`src/rtl/core/miu_pkg.sv`:
```
`timescale 1ns / 1ps
// ----------------------------------------------------------------------------
// Modular inverse package
// Widths, counter sizing and sequencer states for the modular inverse unit.
// ----------------------------------------------------------------------------
package miu_pkg;

	localparam int WIDTH = 32;
	localparam int CNT_W = $clog2(WIDTH);
	localparam logic [CNT_W-1:0] CNT_LAST = CNT_W'(WIDTH - 1);

	typedef logic [WIDTH-1:0] word_t;

	typedef enum logic [2:0] {
		ST_IDLE,
		ST_CHECK,
		ST_DIV,
		ST_UPDATE,
		ST_REDUCE,
		ST_FINISH
	} state_t;

endpackage

```
`src/rtl/core/modular_inverse_unit.sv`:
```
`timescale 1ns / 1ps
// ----------------------------------------------------------------------------
// Modular inverse unit
// Extended Euclidean algorithm on a value and a modulus; one result per item.
// Each item runs one Euclid division step per nonzero remainder, until the
// remainder reaches zero. The next item can be taken in the cycle in which
// the result appears. The restoring divider produces one quotient bit per
// cycle and accumulates quotient times coefficient in the same pass; one
// division runs per Euclid step. The block takes a new item only when the
// sequencer is idle; a finished result sits in the output register until
// taken, while the next item may already enter.
// ----------------------------------------------------------------------------
module modular_inverse_unit (
	input  logic                     clk,
	input  logic                     arst_n,
	input  logic                     in_valid,
	output logic                     in_ready,
	input  logic [miu_pkg::WIDTH-1:0] value,
	input  logic [miu_pkg::WIDTH-1:0] modulus,
	output logic                     out_valid,
	input  logic                     out_ready,
	output logic [miu_pkg::WIDTH-1:0] inverse,
	output logic                     has_inverse,
	output logic [miu_pkg::WIDTH-1:0] common_divisor
);

	miu_pkg::state_t state_q, state_d;

	miu_pkg::word_t r0_q, r1_q, t0_q, t1_q, n_q;
	miu_pkg::word_t rem_q, quo_q, prod_q, m_q;
	logic           odd_q;
	logic [miu_pkg::CNT_W-1:0] cnt_q;

	miu_pkg::word_t inverse_q, gcd_q;
	logic           has_inv_q, out_valid_q;

	// Divider datapath: one restoring step per cycle.
	logic [miu_pkg::WIDTH:0] rem_shift, rem_diff;
	logic                    q_bit;
	miu_pkg::word_t          rem_next, prod_next;

	// Control decoded from the state.
	logic load_item, start_div, div_step, do_update, do_reduce, can_finish;

	// Result formation.
	miu_pkg::word_t red_diff, m_red, inv_calc;

	assign rem_shift = {rem_q, quo_q[miu_pkg::WIDTH-1]};
	assign rem_diff  = rem_shift - {1'b0, r1_q};
	assign q_bit     = ~rem_diff[miu_pkg::WIDTH];
	assign rem_next  = q_bit ? rem_diff[miu_pkg::WIDTH-1:0] : rem_shift[miu_pkg::WIDTH-1:0];
	// The product prefix never exceeds the final q * t1, which fits the word.
	assign prod_next = {prod_q[miu_pkg::WIDTH-2:0], 1'b0} + (q_bit ? t1_q : '0);

	assign red_diff = t0_q - n_q;
	assign m_red    = (t0_q >= n_q) ? red_diff : t0_q;

	always_comb begin
		if (r0_q != miu_pkg::word_t'(1) || n_q == '0) begin
			inv_calc = '0;
		end else if (odd_q && m_q != '0) begin
			inv_calc = n_q - m_q;
		end else begin
			inv_calc = m_q;
		end
	end

	always_comb begin
		state_d = state_q;
		case (state_q)
			miu_pkg::ST_IDLE: begin
				if (in_valid) state_d = miu_pkg::ST_CHECK;
			end
			miu_pkg::ST_CHECK: begin
				state_d = (r1_q == '0) ? miu_pkg::ST_REDUCE : miu_pkg::ST_DIV;
			end
			miu_pkg::ST_DIV: begin
				if (cnt_q == '0) state_d = miu_pkg::ST_UPDATE;
			end
			miu_pkg::ST_UPDATE: state_d = miu_pkg::ST_CHECK;
			miu_pkg::ST_REDUCE: state_d = miu_pkg::ST_FINISH;
			miu_pkg::ST_FINISH: begin
				if (!out_valid_q || out_ready) state_d = miu_pkg::ST_IDLE;
			end
			default: state_d = miu_pkg::ST_IDLE;
		endcase
	end

	always_comb begin
		in_ready   = 1'b0;
		load_item  = 1'b0;
		start_div  = 1'b0;
		div_step   = 1'b0;
		do_update  = 1'b0;
		do_reduce  = 1'b0;
		can_finish = 1'b0;
		case (state_q)
			miu_pkg::ST_IDLE: begin
				in_ready  = 1'b1;
				load_item = in_valid;
			end
			miu_pkg::ST_CHECK:  start_div  = (r1_q != '0);
			miu_pkg::ST_DIV:    div_step   = 1'b1;
			miu_pkg::ST_UPDATE: do_update  = 1'b1;
			miu_pkg::ST_REDUCE: do_reduce  = 1'b1;
			miu_pkg::ST_FINISH: can_finish = !out_valid_q || out_ready;
			default: ;
		endcase
	end

	always_ff @(posedge clk or negedge arst_n) begin
		if (!arst_n) begin
			state_q     <= miu_pkg::ST_IDLE;
			out_valid_q <= 1'b0;
			cnt_q       <= '0;
		end else begin
			state_q <= state_d;
			if (can_finish) begin
				out_valid_q <= 1'b1;
			end else if (out_ready) begin
				out_valid_q <= 1'b0;
			end
			if (start_div) begin
				cnt_q <= miu_pkg::CNT_LAST;
			end else if (div_step) begin
				cnt_q <= cnt_q - 1'b1;
			end
		end
	end

	always_ff @(posedge clk) begin
		if (load_item) begin
			r0_q  <= value;
			r1_q  <= modulus;
			n_q   <= modulus;
			t0_q  <= miu_pkg::word_t'(1);
			t1_q  <= '0;
			odd_q <= 1'b0;
		end
		if (start_div) begin
			rem_q  <= '0;
			quo_q  <= r0_q;
			prod_q <= '0;
		end
		if (div_step) begin
			rem_q  <= rem_next;
			quo_q  <= {quo_q[miu_pkg::WIDTH-2:0], q_bit};
			prod_q <= prod_next;
		end
		if (do_update) begin
			r0_q  <= r1_q;
			r1_q  <= rem_q;
			t0_q  <= t1_q;
			t1_q  <= t0_q + prod_q;
			odd_q <= ~odd_q;
		end
		if (do_reduce) begin
			m_q <= m_red;
		end
		if (can_finish) begin
			inverse_q <= inv_calc;
			gcd_q     <= r0_q;
			has_inv_q <= (r0_q == miu_pkg::word_t'(1));
		end
	end

	assign out_valid      = out_valid_q;
	assign inverse        = inverse_q;
	assign has_inverse    = has_inv_q;
	assign common_divisor = gcd_q;

endmodule

```
`config.mk`:
```
export PLATFORM = sky130hd
export DESIGN_NAME = modular_inverse_unit
export DESIGN_NICKNAME = d
export VERILOG_FILES = /design/src/rtl/core/miu_pkg.sv /design/src/rtl/core/modular_inverse_unit.sv
export SDC_FILE = /design/constraint.sdc
export NUM_CORES = 1
export LEC_CHECK = 0
export ABC_AREA = 0
export BUFFER_PORTS_ARGS = -buffer_cell sky130_fd_sc_hd__buf_2
export CAP_MARGIN = 20
export CORE_MARGIN = 4
export CORE_UTILIZATION = 56
export CTS_BUF_LIST = sky130_fd_sc_hd__clkbuf_4 sky130_fd_sc_hd__clkbuf_8
export DETAILED_ROUTE_END_ITERATION = 7
export GPL_ROUTABILITY_DRIVEN = 0
export PLACE_DENSITY = 0.87
export SYNTH_ARGS = -nofsm -noshare
export SYNTH_HDL_FRONTEND = slang
export SYNTH_SLANG_ARGS = --single-unit
```
`constraint.sdc`:
```
create_clock -name clk -period 6.2 [get_ports clk]
set_input_delay 0.31 -clock clk [delete_from_list [all_inputs] [get_ports clk]]
set_output_delay 0.31 -clock clk [all_outputs]
set_load 0.005 [all_outputs]
```
== Word-level counts from Yosys, hierarchy flattened ==
Index checks and enable logic that the tools add are counted.

* Add/sub/neg operators: 6
* Mux-type cells: 35
* Eq/ne operators: 10
* Order comparisons: 1
* Bitwise gates (word level): 2
* Reductions and logical operators: 14

{| class="wikitable"
|+ Operators by type and width
! cell !! count
|-
| two-way mux 32 bit || 17
|-
| adder 32 bit || 2
|-
| zero test 32 bit || 2
|-
| nonzero test 32 bit || 2
|-
| subtractor 32 bit || 2
|-
| subtractor 33 x 32 -> 33 bit || 1
|-
| == test 32 x 1 -> 1 bit, second input constant || 1
|-
| greater-or-equal comparator 32 bit || 1
|-
| != test 32 x 1 -> 1 bit, second input constant || 1
|-
| one-hot mux 3 bit (6 select lines) || 1
|-
| two-way mux 3 bit || 4
|-
| two-way mux 1 bit || 11
|-
| two-way mux 5 bit || 2
|-
| == test 3 x 2 -> 1 bit, second input constant || 2
|-
| == test 3 bit, second input constant || 2
|-
| != test 2 bit, second input constant || 3
|-
| nonzero test 2 bit || 3
|-
| zero test 5 bit || 1
|-
| subtractor 5 x 1 -> 5 bit, second input constant || 1
|-
| == test 3 x 1 -> 1 bit, second input constant || 1
|-
| zero test 3 bit || 1
|-
| AND reduction 3 bit || 1
|-
| logical OR 1 bit || 2
|-
| NOT 1 bit || 2
|-
| other kinds (2) || 2
|}

* Input bits: 68
* Register bits: 363
* Output and inout port bits: 67
* Logic and storage cells: 84

== Depth between registers and ports, before layout ==
Gate-level depths: netlist (run 1).

* Depth in word-level cells: 4
* Depth in mapped cells: 25
* Mapped depth without buffers: 24

== Least setup slack after synthesis (run 1) ==
No wires, ideal clock.

* Path kind: register to register
* Start point: register rem_q[3]
* End point: register prod_q[31] (data pin)
* Setup slack: 0.397 ns
* Setup time: 0.260 ns
* Stages on the path, launching flop included: 23
* Required time: 5.940 ns
* Path buffers: 1
* Period minus slack after synthesis: 5.803 ns
* Data arrival time: 5.543 ns
* Cell sequence: edfxtp_1 ha_1 or4_1 o21ai_2 a21oi_1 a211o_1 a211o_1 a31oi_4 xnor2_1 clkbuf_1 and2_1 ha_1 fa_1 a211oi_1 o21ai_0 a311oi_2 o211ai_1 a211oi_1 o31ai_1 and2_1 o31ai_1 a21oi_1 mux2_2

* Word-level cells in the longest chain between the ends: 4

{| class="wikitable"
|+ Ends and longest elaborated chain
! item !! RTL line !! RTL
|-
| start, declared || modular_inverse_unit.sv:30 || <nowiki>miu_pkg::word_t rem_q, quo_q, prod_q, m_q;</nowiki>
|-
| start signal, assigned || modular_inverse_unit.sv:146 || <nowiki>rem_q <= rem_next;</nowiki>
|-
| subtractor 33 x 32 -> 33 bit || modular_inverse_unit.sv:49 || <nowiki>assign rem_diff = rem_shift - {1'b0, r1_q};</nowiki>
|-
| two-way mux 32 bit || modular_inverse_unit.sv:53 || <nowiki>assign prod_next = {prod_q[miu_pkg::WIDTH-2:0], 1'b0} + (q_bit ? t1_q : '0);</nowiki>
|-
| adder 32 bit || modular_inverse_unit.sv:53 ||
|-
| two-way mux 32 bit || modular_inverse_unit.sv:145 || <nowiki>if (div_step) begin</nowiki>
|-
| end signal, assigned || modular_inverse_unit.sv:148 || <nowiki>prod_q <= prod_next;</nowiki>
|-
| end, declared || modular_inverse_unit.sv:30 ||
|}

Every way passes these cells.
A chain may end at the register's enable or synchronous reset.

== Worst setup path after layout (run 1) ==
* Start point: register rem_q[4]
* End point: register prod_q[31] (data pin)

The elaborated chain is that of the path after synthesis.

==> results.rst, run 1 <==
.. list-table::
   :header-rows: 1

   * - Metric
     - Value
   * - Core Rows
     - 72
   * - Clock buffer count from CTS
     - 58
   * - Top Metal Used
     - met4
   * - Type of the worst setup path
     - reg -> reg
   * - Post-route ant nets
     - 0
   * - Fraction of final layout cells sized beyond drive strength 1
     - 0.1154
   * - Average footprint of a synthesized cell
     - 9.864 sq um
   * - Number of global-route vias before repair
     - 17650
   * - Distinct cell type count after synthesis
     - 75
   * - Wire length per cell
     - 19.64 um
   * - XOR/XNOR share of the synthesized area
     - 0.04854
   * - Startpoint Class
     - flip-flop
   * - Overall Power
     - 15.03 mW
   * - Antenna violations before repair
     - 0
   * - End point of the critical path
     - prod_q[31]
   * - Yosys warnings
     - 0
   * - M1 wire length
     - 23390 um
   * - Final worst path period share
     - 0.9624
   * - Met3 routed wirelength
     - 6704 um
   * - Highest achievable clock rate
     - 167.6 MHz
   * - Horizontal die dimension
     - 207.1 um
   * - Number of top-level pins
     - 135
   * - First-pass GRT wire length
     - 93250 um
   * - Number of max-slew violations in the final report
     - 0
   * - CTS H-tree depth
     - 2
   * - Master of the slowest instance on the critical path
     - sky130_fd_sc_hd__or4_1
   * - Worst setup slack before clock tree synthesis
     - 0.02004 ns
   * - Series of cell instances along the critical path
     - ha_1 > or4_1 > o21ai_2 > a21oi_2 > a211o_1 > a211o_1 > a31oi_4 > xnor2_2 > and2_1 > ha_1 > fa_1 > a211oi_2 > o21ai_1 > a311oi_2 > o211ai_1 > a211oi_2 > o31ai_1 > and2_1 > o31ai_2 > a21oi_1 > mux2_2
   * - Maximum count of clock buffers along a single path
     - 3
   * - Max incr delay on CP
     - 0.54 ns
   * - Flops & latches, synth
     - 363
   * - Detailed-route vias per instance
     - 6.087
   * - GRT Resource Usage Total
     - 0.2652
   * - TritonCTS clock tree
     - yes
   * - Async SR Flop Fraction
     - 0.02479
   * - Outcome
     - complete, no violations
   * - Clock period minus final worst setup slack
     - 5.967 ns
   * - Core region area
     - 38920 sq um
   * - Register area share after synthesis
     - 0.4891
   * - Routed wl met2
     - 26620 um
   * - Total half-perimeter wirelength after legalization and detailed placement
     - 41480 um
   * - Initial core utilization
     - 0.5703
   * - Number of vias after detailed routing
     - 18401
   * - # Max-Cap Violations
     - 0
   * - Worst min-delay path category
     - in -> async
   * - Die ar.
     - 42880 sq um
   * - Combinational family with the most area after synthesis
     - simple AND/OR/NAND/NOR gates
   * - Buffer type at the clock tree root
     - sky130_fd_sc_hd__clkbuf_8
   * - Worst-case register-to-register setup slack
     - 0.23 ns
   * - Arrival time reported for the critical path endpoint
     - 6.37 ns
   * - Gate count after technology mapping
     - 2250
   * - Pin count of the biggest net entering global routing
     - 83
   * - Launch instance of the worst register-to-register path
     - rem_q[4]
   * - Detailed Routing Iterations Pass 1
     - 7
   * - Setup crit end kind
     - flip-flop
   * - Leakage
     - 10.86 nW
   * - Adder and majority gate portion of the synthesized area
     - 0.09358
   * - Placement-stage cell area
     - 23440 sq um
   * - Crit-path max FO
     - 5
   * - Destination of the worst register-to-register timing path
     - prod_q[31]
   * - CTS sink count
     - 363
   * - Fin Setup TNS
     - 0 ns
   * - Synthesized-area fraction occupied by ao, oa, aoi and oai cells
     - 0.1515
   * - Cell area after synthesis
     - 22190 sq um
   * - WP data required
     - 6.61 ns
   * - Hold Violations, Final
     - 0
   * - Post-Synthesis Net Count
     - 2481
   * - Starting DRT DRC Count
     - 2208
   * - Post-route clock skew
     - 0.04913 ns
   * - Headroom to the max-slew limit
     - 0.2594
   * - Clock transition at path regs
     - 0.07 ns
   * - Startpoint of the most critical setup path
     - rem_q[4]
   * - Share of synthesized cell area in and, or, nand and nor gates
     - 0.1757
   * - Number of inserted diodes
     - 0
   * - Layout Area Growth over Synthesis
     - 14.11%
   * - Highest ir drop seen on vdd
     - 0.3969 mV
   * - Routed wire length
     - 59360 um
   * - Portion of synthesized cell area occupied by the leading cell type
     - 0.4790
   * - Net total in the final layout
     - 2690
   * - Multiplexer share of the synthesized area
     - 0.005187
   * - Insertion delay of the later-clocked pin in the worst-skew pair
     - 0.65 ns
   * - Cell type with the largest total area after synthesis
     - sky130_fd_sc_hd__edfxtp_1
   * - Unrepaired setup endpoints after global routing
     - false
   * - Worst-margin pin slew
     - 1.083 ns
   * - Most common flop cell mapped by yosys
     - sky130_fd_sc_hd__edfxtp_1
   * - Worst setup margin
     - 0.2333 ns
   * - Areal power density over the cells
     - 593.6 nW/um^2
   * - Post-synth EDFFs
     - 354
   * - Number of setup violations in the final report
     - 0
   * - Count of input and output buffers
     - 134
   * - Die extent in y
     - 207.1 um
   * - Total congestion overflow
     - 0
   * - Final non-filler cell area
     - 25320 sq um
   * - Reg2reg path depth
     - 21
   * - Largest cells by area after synthesis
     - sky130_fd_sc_hd__edfxtp_1 48%, sky130_fd_sc_hd__ha_1 8.9%, sky130_fd_sc_hd__nand2_1 6.8%
   * - Residual DRC count
     - 0
[per-layer routing]
layer / GRT usage / vias up
met4: 0.1076 / 0
met3: 0.04281 / 191
met5: 0 / -
li1: - / 8507
met2: 0.4190 / 1166
met1: 0.3690 / 8537
[worst max-delay path: cells and delay by family (launching register included)]
kind | cells | cell delay [ns]
XOR/XNOR | 1 | 0.15
AND/OR/NAND/NOR | 3 | 0.91
AO/OA/AOI/OAI | 13 | 3.02
adder cells (fa/ha/maj) | 3 | 0.91
flip-flops | 1 | 0.43
multiplexers | 1 | 0.30
[cell usage after synthesis (all sizes together), types with 8 or more instances]
library cell / count
ha: 158
a211oi: 26
nor2b: 21
o31ai: 13
inv: 136
and2: 73
nand2b: 35
nor2: 155
and3: 17
o21a: 13
buf: 12
or3: 9
nand4: 23
a21oi: 167
edfxtp: 354
xor2: 52
xnor2: 71
nand3: 26
nor3: 27
a31oi: 10
nor4: 37
o21ai: 148
o211ai: 8
a21o: 65
dfrtp: 9
nand2: 402
clkbuf: 57
o21bai: 15
[timing repair]
action                                 4_1_cts  5_1_grt
buffers inserted                             0        4
setup endpoints to repair                    1        2
resized for setup                            1        5
hold buffers                                58        0
pin swaps                                    0        5
endpoints found under the hold margin       82        0
[power by group]
| group | internal [mW] | total [mW] | switching (mW) |
|---|---|---|---|
| logic | 3.15 | 8.15 | 5.00 |
| clock network | 1.20 | 2.20 | 0.995 |
| registers | 4.00 | 4.69 | 0.685 |
| total | 8.35 | 15.0 | 6.68 |
[flip-flops by register name (all words and copies together), names as in the netlist, 5 cells and up]
signal	count
r1_q	32
n_q	32
quo_q	32
common_divisor	32
prod_q	32
t0_q	32
r0_q	32
t1_q	32
rem_q	32
inverse	32
cnt_q	5
m_q	32
[kinds of logic (layout without fill, tap and decap cells)]
family                   count (synthesis)  after routing
XOR/XNOR                               123            123
adder cells (fa/ha/maj)                163            163
AO/OA/AOI/OAI                          535            535
buffers and inverters                  205            460
multiplexers                            11             11
AND/OR/NAND/NOR                        850            850
flip-flops                             363            363
[worst min-delay path by stage]
stage | cells after the start | startpoint | end | slack, ns
after floorplan | 0 | arst_n | cnt_q[0] | 0.01
after global placement | 1 | arst_n | cnt_q[3] | 0.17
after detailed placement | 1 | arst_n | out_valid | 0.17
after CTS | 3 | value[7] | r0_q[7] | 0.002
after global routing | 3 | value[25] | r0_q[25] | 0.01
final | 2 | arst_n | cnt_q[2] | 0.03
[through the flow]
step                      std cells  utilization  hold WS, ns
after floorplan                2250            -      0.01441
after global placement         2853       0.6022       0.1683
after detailed placement       2853       0.6022       0.1735
after CTS                      3017       0.6485     0.001702
after global routing           3023       0.6507      0.01243
final                          3023       0.6507      0.02700
[layout by cell type, fill, tap and decap left out, types with 7 or more instances in the layout]
master                          count
sky130_fd_sc_hd__nor3_1            27
sky130_fd_sc_hd__edfxtp_1         354
sky130_fd_sc_hd__o211ai_1           8
sky130_fd_sc_hd__o21a_1            13
sky130_fd_sc_hd__a211o_1            7
sky130_fd_sc_hd__o21ai_0          142
sky130_fd_sc_hd__or3_1              9
sky130_fd_sc_hd__a211oi_1          19
sky130_fd_sc_hd__nor2b_1           21
sky130_fd_sc_hd__a21oi_1          166
sky130_fd_sc_hd__clkbuf_8          59
sky130_fd_sc_hd__a211oi_2           7
sky130_fd_sc_hd__and2_1            73
sky130_fd_sc_hd__nand4_1           23
sky130_fd_sc_hd__a31oi_1            9
sky130_fd_sc_hd__mux2i_1            7
sky130_fd_sc_hd__clkinv_1          14
sky130_fd_sc_hd__and3_1            17
sky130_fd_sc_hd__buf_2            134
sky130_fd_sc_hd__clkbuf_4          17
sky130_fd_sc_hd__buf_4             24
sky130_fd_sc_hd__nand2b_1          35
sky130_fd_sc_hd__inv_1            136
sky130_fd_sc_hd__dlygate4sd3_1     58
sky130_fd_sc_hd__o21bai_1          14
sky130_fd_sc_hd__ha_1             158
sky130_fd_sc_hd__xnor2_1           70
sky130_fd_sc_hd__o31ai_1           12
sky130_fd_sc_hd__nand2_1          400
sky130_fd_sc_hd__a21o_1            65
sky130_fd_sc_hd__nand3_1           26
sky130_fd_sc_hd__clkinv_2           9
sky130_fd_sc_hd__nor4_1            37
sky130_fd_sc_hd__xor2_1            51
sky130_fd_sc_hd__dfrtp_1            9
sky130_fd_sc_hd__a22o_1             7
sky130_fd_sc_hd__nor2_1           152
[final cells by class]
| class | instances | area (sq um) |
|---|---|---|
| Sequential cell | 363 | 10860 |
| Clock buffer | 76 | 939.7 |
| Multi-Input combinational cell | 1682 | 10620 |
| Inverter | 136 | 510.5 |
| Timing Repair Buffer | 218 | 1474 |
| Fill cell | 2788 | 13590 |
| Clock inverter | 30 | 275.3 |
| Tap cell | 518 | 648.1 |
(Power assumes the default switching activity.)
==> run 2, diff against run 1 <==
--- a/config.mk
+++ b/config.mk
@@ -13,7 +13,7 @@
 export CTS_BUF_LIST = sky130_fd_sc_hd__clkbuf_4 sky130_fd_sc_hd__clkbuf_8
 export DETAILED_ROUTE_END_ITERATION = 7
 export GPL_ROUTABILITY_DRIVEN = 0
-export PLACE_DENSITY = 0.87
+export PLACE_DENSITY = 0.81
 export SYNTH_ARGS = -nofsm -noshare
 export SYNTH_HDL_FRONTEND = slang
 export SYNTH_SLANG_ARGS = --single-unit
==> run 2 against run 1 <==
  * Combinational power decreased by 1%
  * Worst setup slack better by 0.00073 ns
  * Highest routed layer is now met5
  * Clock skew about the same
  * Sequential cell count unchanged
==> results.rst, run 2 (synthesis results as in run 1) <==
.. list-table::
   :header-rows: 1

   * - Metric
     - Value
   * - Leakage
     - 10.80 nW (-0.52%)
   * - Detailed-route vias per instance
     - 6.041 (-0.75%)
   * - GRT Resource Usage Total
     - 0.2614 (-0.003788)
   * - Arrival time reported for the critical path endpoint
     - 6.35 ns (-0.02 ns)
   * - Max incr delay on CP
     - 0.56 ns (+0.02 ns)
   * - Worst min-delay path category
     - in -> reg
   * - Routed wl met2
     - 25810 um (-3.1%)
   * - CTS H-tree depth
     - 2 (unchanged)
   * - Commonest cells after routing, fill and taps aside
     - 400 x sky130_fd_sc_hd__nand2_1, 354 x sky130_fd_sc_hd__edfxtp_1, 166 x sky130_fd_sc_hd__a21oi_1
   * - WP data required
     - 6.58 ns (-0.03 ns)
   * - Die ar.
     - 42880 sq um (unchanged)
   * - Outcome
     - complete, no violations
   * - Highest achievable clock rate
     - 167.6 MHz (about the same)
   * - Crit-path max FO
     - 5 (unchanged)
   * - Starting DRT DRC Count
     - 2094 (-5.2%)
   * - Number of global-route vias before repair
     - 17210 (-2.5%)
   * - Internal
     - 8.135 mW (-2.6%)
   * - Portion of total power attributed to combinational logic
     - 0.547 (+0.005)
   * - Worst setup margin
     - 0.2341 ns (+0.0007280 ns)
   * - Unrepaired setup endpoints after global routing
     - true
   * - Number of inserted diodes
     - 0 (unchanged)
   * - Clock period minus final worst setup slack
     - 5.966 ns (-0.0007280 ns)
   * - Startpoint Class
     - flip-flop
   * - Routed wire length
     - 58290 um (-1.8%)
   * - Buffer type at the clock tree root
     - sky130_fd_sc_hd__clkbuf_8
   * - Detailed Routing Iterations Pass 1
     - 6 (-1)
   * - WP buf/inv
     - 1 (+1)
   * - First-pass GRT wire length
     - 91890 um (-1.5%)
   * - Switch share
     - 0.4469 (+0.002584)
   * - Number of setup violations in the final report
     - 0 (unchanged)
   * - Hold Violations, Final
     - 0 (unchanged)
   * - Antenna violations before repair
     - 2 (+2)
   * - Pin count of the biggest net entering global routing
     - 80 (-3.6%)
   * - Series of cell instances along the critical path
     - inv_1 > ha_1 > or4_1 > o21ai_2 > a21oi_1 > a211o_1 > a211o_1 > a31oi_4 > xnor2_2 > and2_1 > ha_1 > fa_1 > a211oi_2 > o21ai_1 > a311oi_2 > o211ai_1 > a211oi_2 > o31ai_1 > and2_1 > o31ai_2 > a21oi_1 > mux2_2
   * - Horizontal die dimension
     - 207.1 um (unchanged)
   * - Core region area
     - 38920 sq um (unchanged)
   * - Number of vias after detailed routing
     - 18257 (-0.78%)
   * - # Max-Cap Violations
     - 0 (unchanged)
   * - Core Rows
     - 72 (unchanged)
   * - Post-route clock skew
     - 0.04874 ns (-0.0003911 ns)
   * - Setup crit end kind
     - flip-flop
   * - Sequential Power Share
     - 0.318 (+0.006)
   * - Post-route ant nets
     - 0 (unchanged)
   * - Number of top-level pins
     - 135 (unchanged)
   * - M1 wire length
     - 24120 um (+3.1%)
   * - TritonCTS clock tree
     - yes
   * - Net total in the final layout
     - 2690 (unchanged)
   * - Master of the slowest instance on the critical path
     - sky130_fd_sc_hd__or4_1
   * - Worst-margin pin slew
     - 0.9514 ns (-0.1316 ns)
   * - Type of the worst setup path
     - reg -> reg
   * - Final non-filler cell area
     - 25190 sq um (-0.51%)
   * - Met3 routed wirelength
     - 6074 um (-9.4%)
   * - Clock buffer count from CTS
     - 57 (-1.7%)
   * - Final worst path period share
     - 0.9622 (about the same)
   * - Die extent in y
     - 207.1 um (unchanged)
   * - Count of input and output buffers
     - 134 (unchanged)
   * - Worst setup slack before clock tree synthesis
     - 0.1013 ns (+0.08126 ns)
   * - Initial core utilization
     - 0.5703 (unchanged)
   * - Clock power share
     - 0.135 (-0.011)
   * - Top Metal Used
     - met5
   * - Net switching power figure
     - 6.574 mW (-1.6%)
   * - Number of max-slew violations in the final report
     - 0 (unchanged)
   * - Insertion delay of the later-clocked pin in the worst-skew pair
     - 0.66 ns (about the same)
   * - Crit-path leading delay family
     - compound AO/OA/AOI/OAI gates
   * - Layout Area Growth over Synthesis
     - 13.52%
   * - Residual DRC count
     - 0 (unchanged)
   * - Highest ir drop seen on vdd
     - 0.3237 mV (-18%)
   * - Clock transition at path regs
     - 0.07 ns (about the same)
   * - Areal power density over the cells
     - 583.8 nW/um^2 (-1.6%)
   * - Total congestion overflow
     - 0 (unchanged)
   * - Headroom to the max-slew limit
     - 0.3657 (+0.1064)
   * - CTS sink count
     - 363 (unchanged)
   * - Fraction of final layout cells sized beyond drive strength 1
     - 0.1146 (-0.0007526)
   * - Maximum count of clock buffers along a single path
     - 3 (unchanged)
   * - Wire length per cell
     - 19.29 um (-1.8%)
   * - Total half-perimeter wirelength after legalization and detailed placement
     - 41820 um (+0.82%)
   * - Placement-stage cell area
     - 23470 sq um (+0.13%)
   * - Most frequent standard cell in the layout excluding fill and tap cells
     - sky130_fd_sc_hd__nand2_1
run 2: worst min-delay path, stage by stage:
cell	delay (ns)
sky130_fd_sc_hd__buf_2	0.09
sky130_fd_sc_hd__nand2_1	0.07
sky130_fd_sc_hd__o21ai_0	0.09
run 2: layout make-up:
type / count / area (sq um)
Clock buffer: 80 / 957.2
Clock inverter: 24 / 128.9
Fill cell: 2996 / 13720
Inverter: 136 / 510.5
Multi-Input combinational cell: 1682 / 10630
Sequential cell: 363 / 10860
Tap cell: 518 / 648.1
Timing Repair Buffer: 219 / 1465
run 2: path summary, 6_finish.rpt:
check / cells after the start / slack, ns / endpoint / start
max in group asynchronous: 2 / 5.94 / state_q[0] / arst_n
hold reg to reg: 0 / 0.48 / common_divisor[11] / r0_q[11]
min in group asynchronous: 2 / 0.07 / cnt_q[3] / arst_n
setup reg to reg: 22 / 0.23 / prod_q[31] / r1_q[4]
hold / removal: 3 / 0.05 / r0_q[31] / value[31]
setup / recovery: 22 / 0.23 / prod_q[31] / r1_q[4]
run 2: power by group through the flow:
stage / sequential (mW) / combinational, mW / clock [mW]
after detailed placement: 4.69 / 7.74 / 0
after floorplan: 4.40 / 6.15 / 0
after CTS: 4.64 / 7.82 / 1.99
after global placement: 4.65 / 7.43 / 0
after global routing: 4.74 / 8.92 / 2.12
final: 4.68 / 8.04 / 1.98
run 2: metrics by stage:
stage           TNS, ns  power (mW)  utilization  cells  hold slack, ns
2_1_floorplan         0       10.55            -   2250         0.01441
3_3_place_gp          0       12.09       0.6026   2855          0.1669
3_5_place_dp          0       12.42       0.6030   2856          0.1831
4_1_cts               0       14.46       0.6458   3018         0.01838
5_1_grt        -0.03700       15.79       0.6474   3022         0.03421
6_report              0       14.71       0.6474   3022         0.04833
run 2: metal layers:
layer,global-route usage,vias up
li1,-,8516
met1,0.3754,8582
met2,0.4049,1012
met3,0.04221,145
met4,0.09599,2
met5,0,-
run 2: repair_timing:
item	4_1_cts	5_1_grt
gates resized for setup	0	7
hold endpoints to repair	81	0
endpoints found under the setup margin	0	5
setup buffers	0	4
hold buffers	58	0
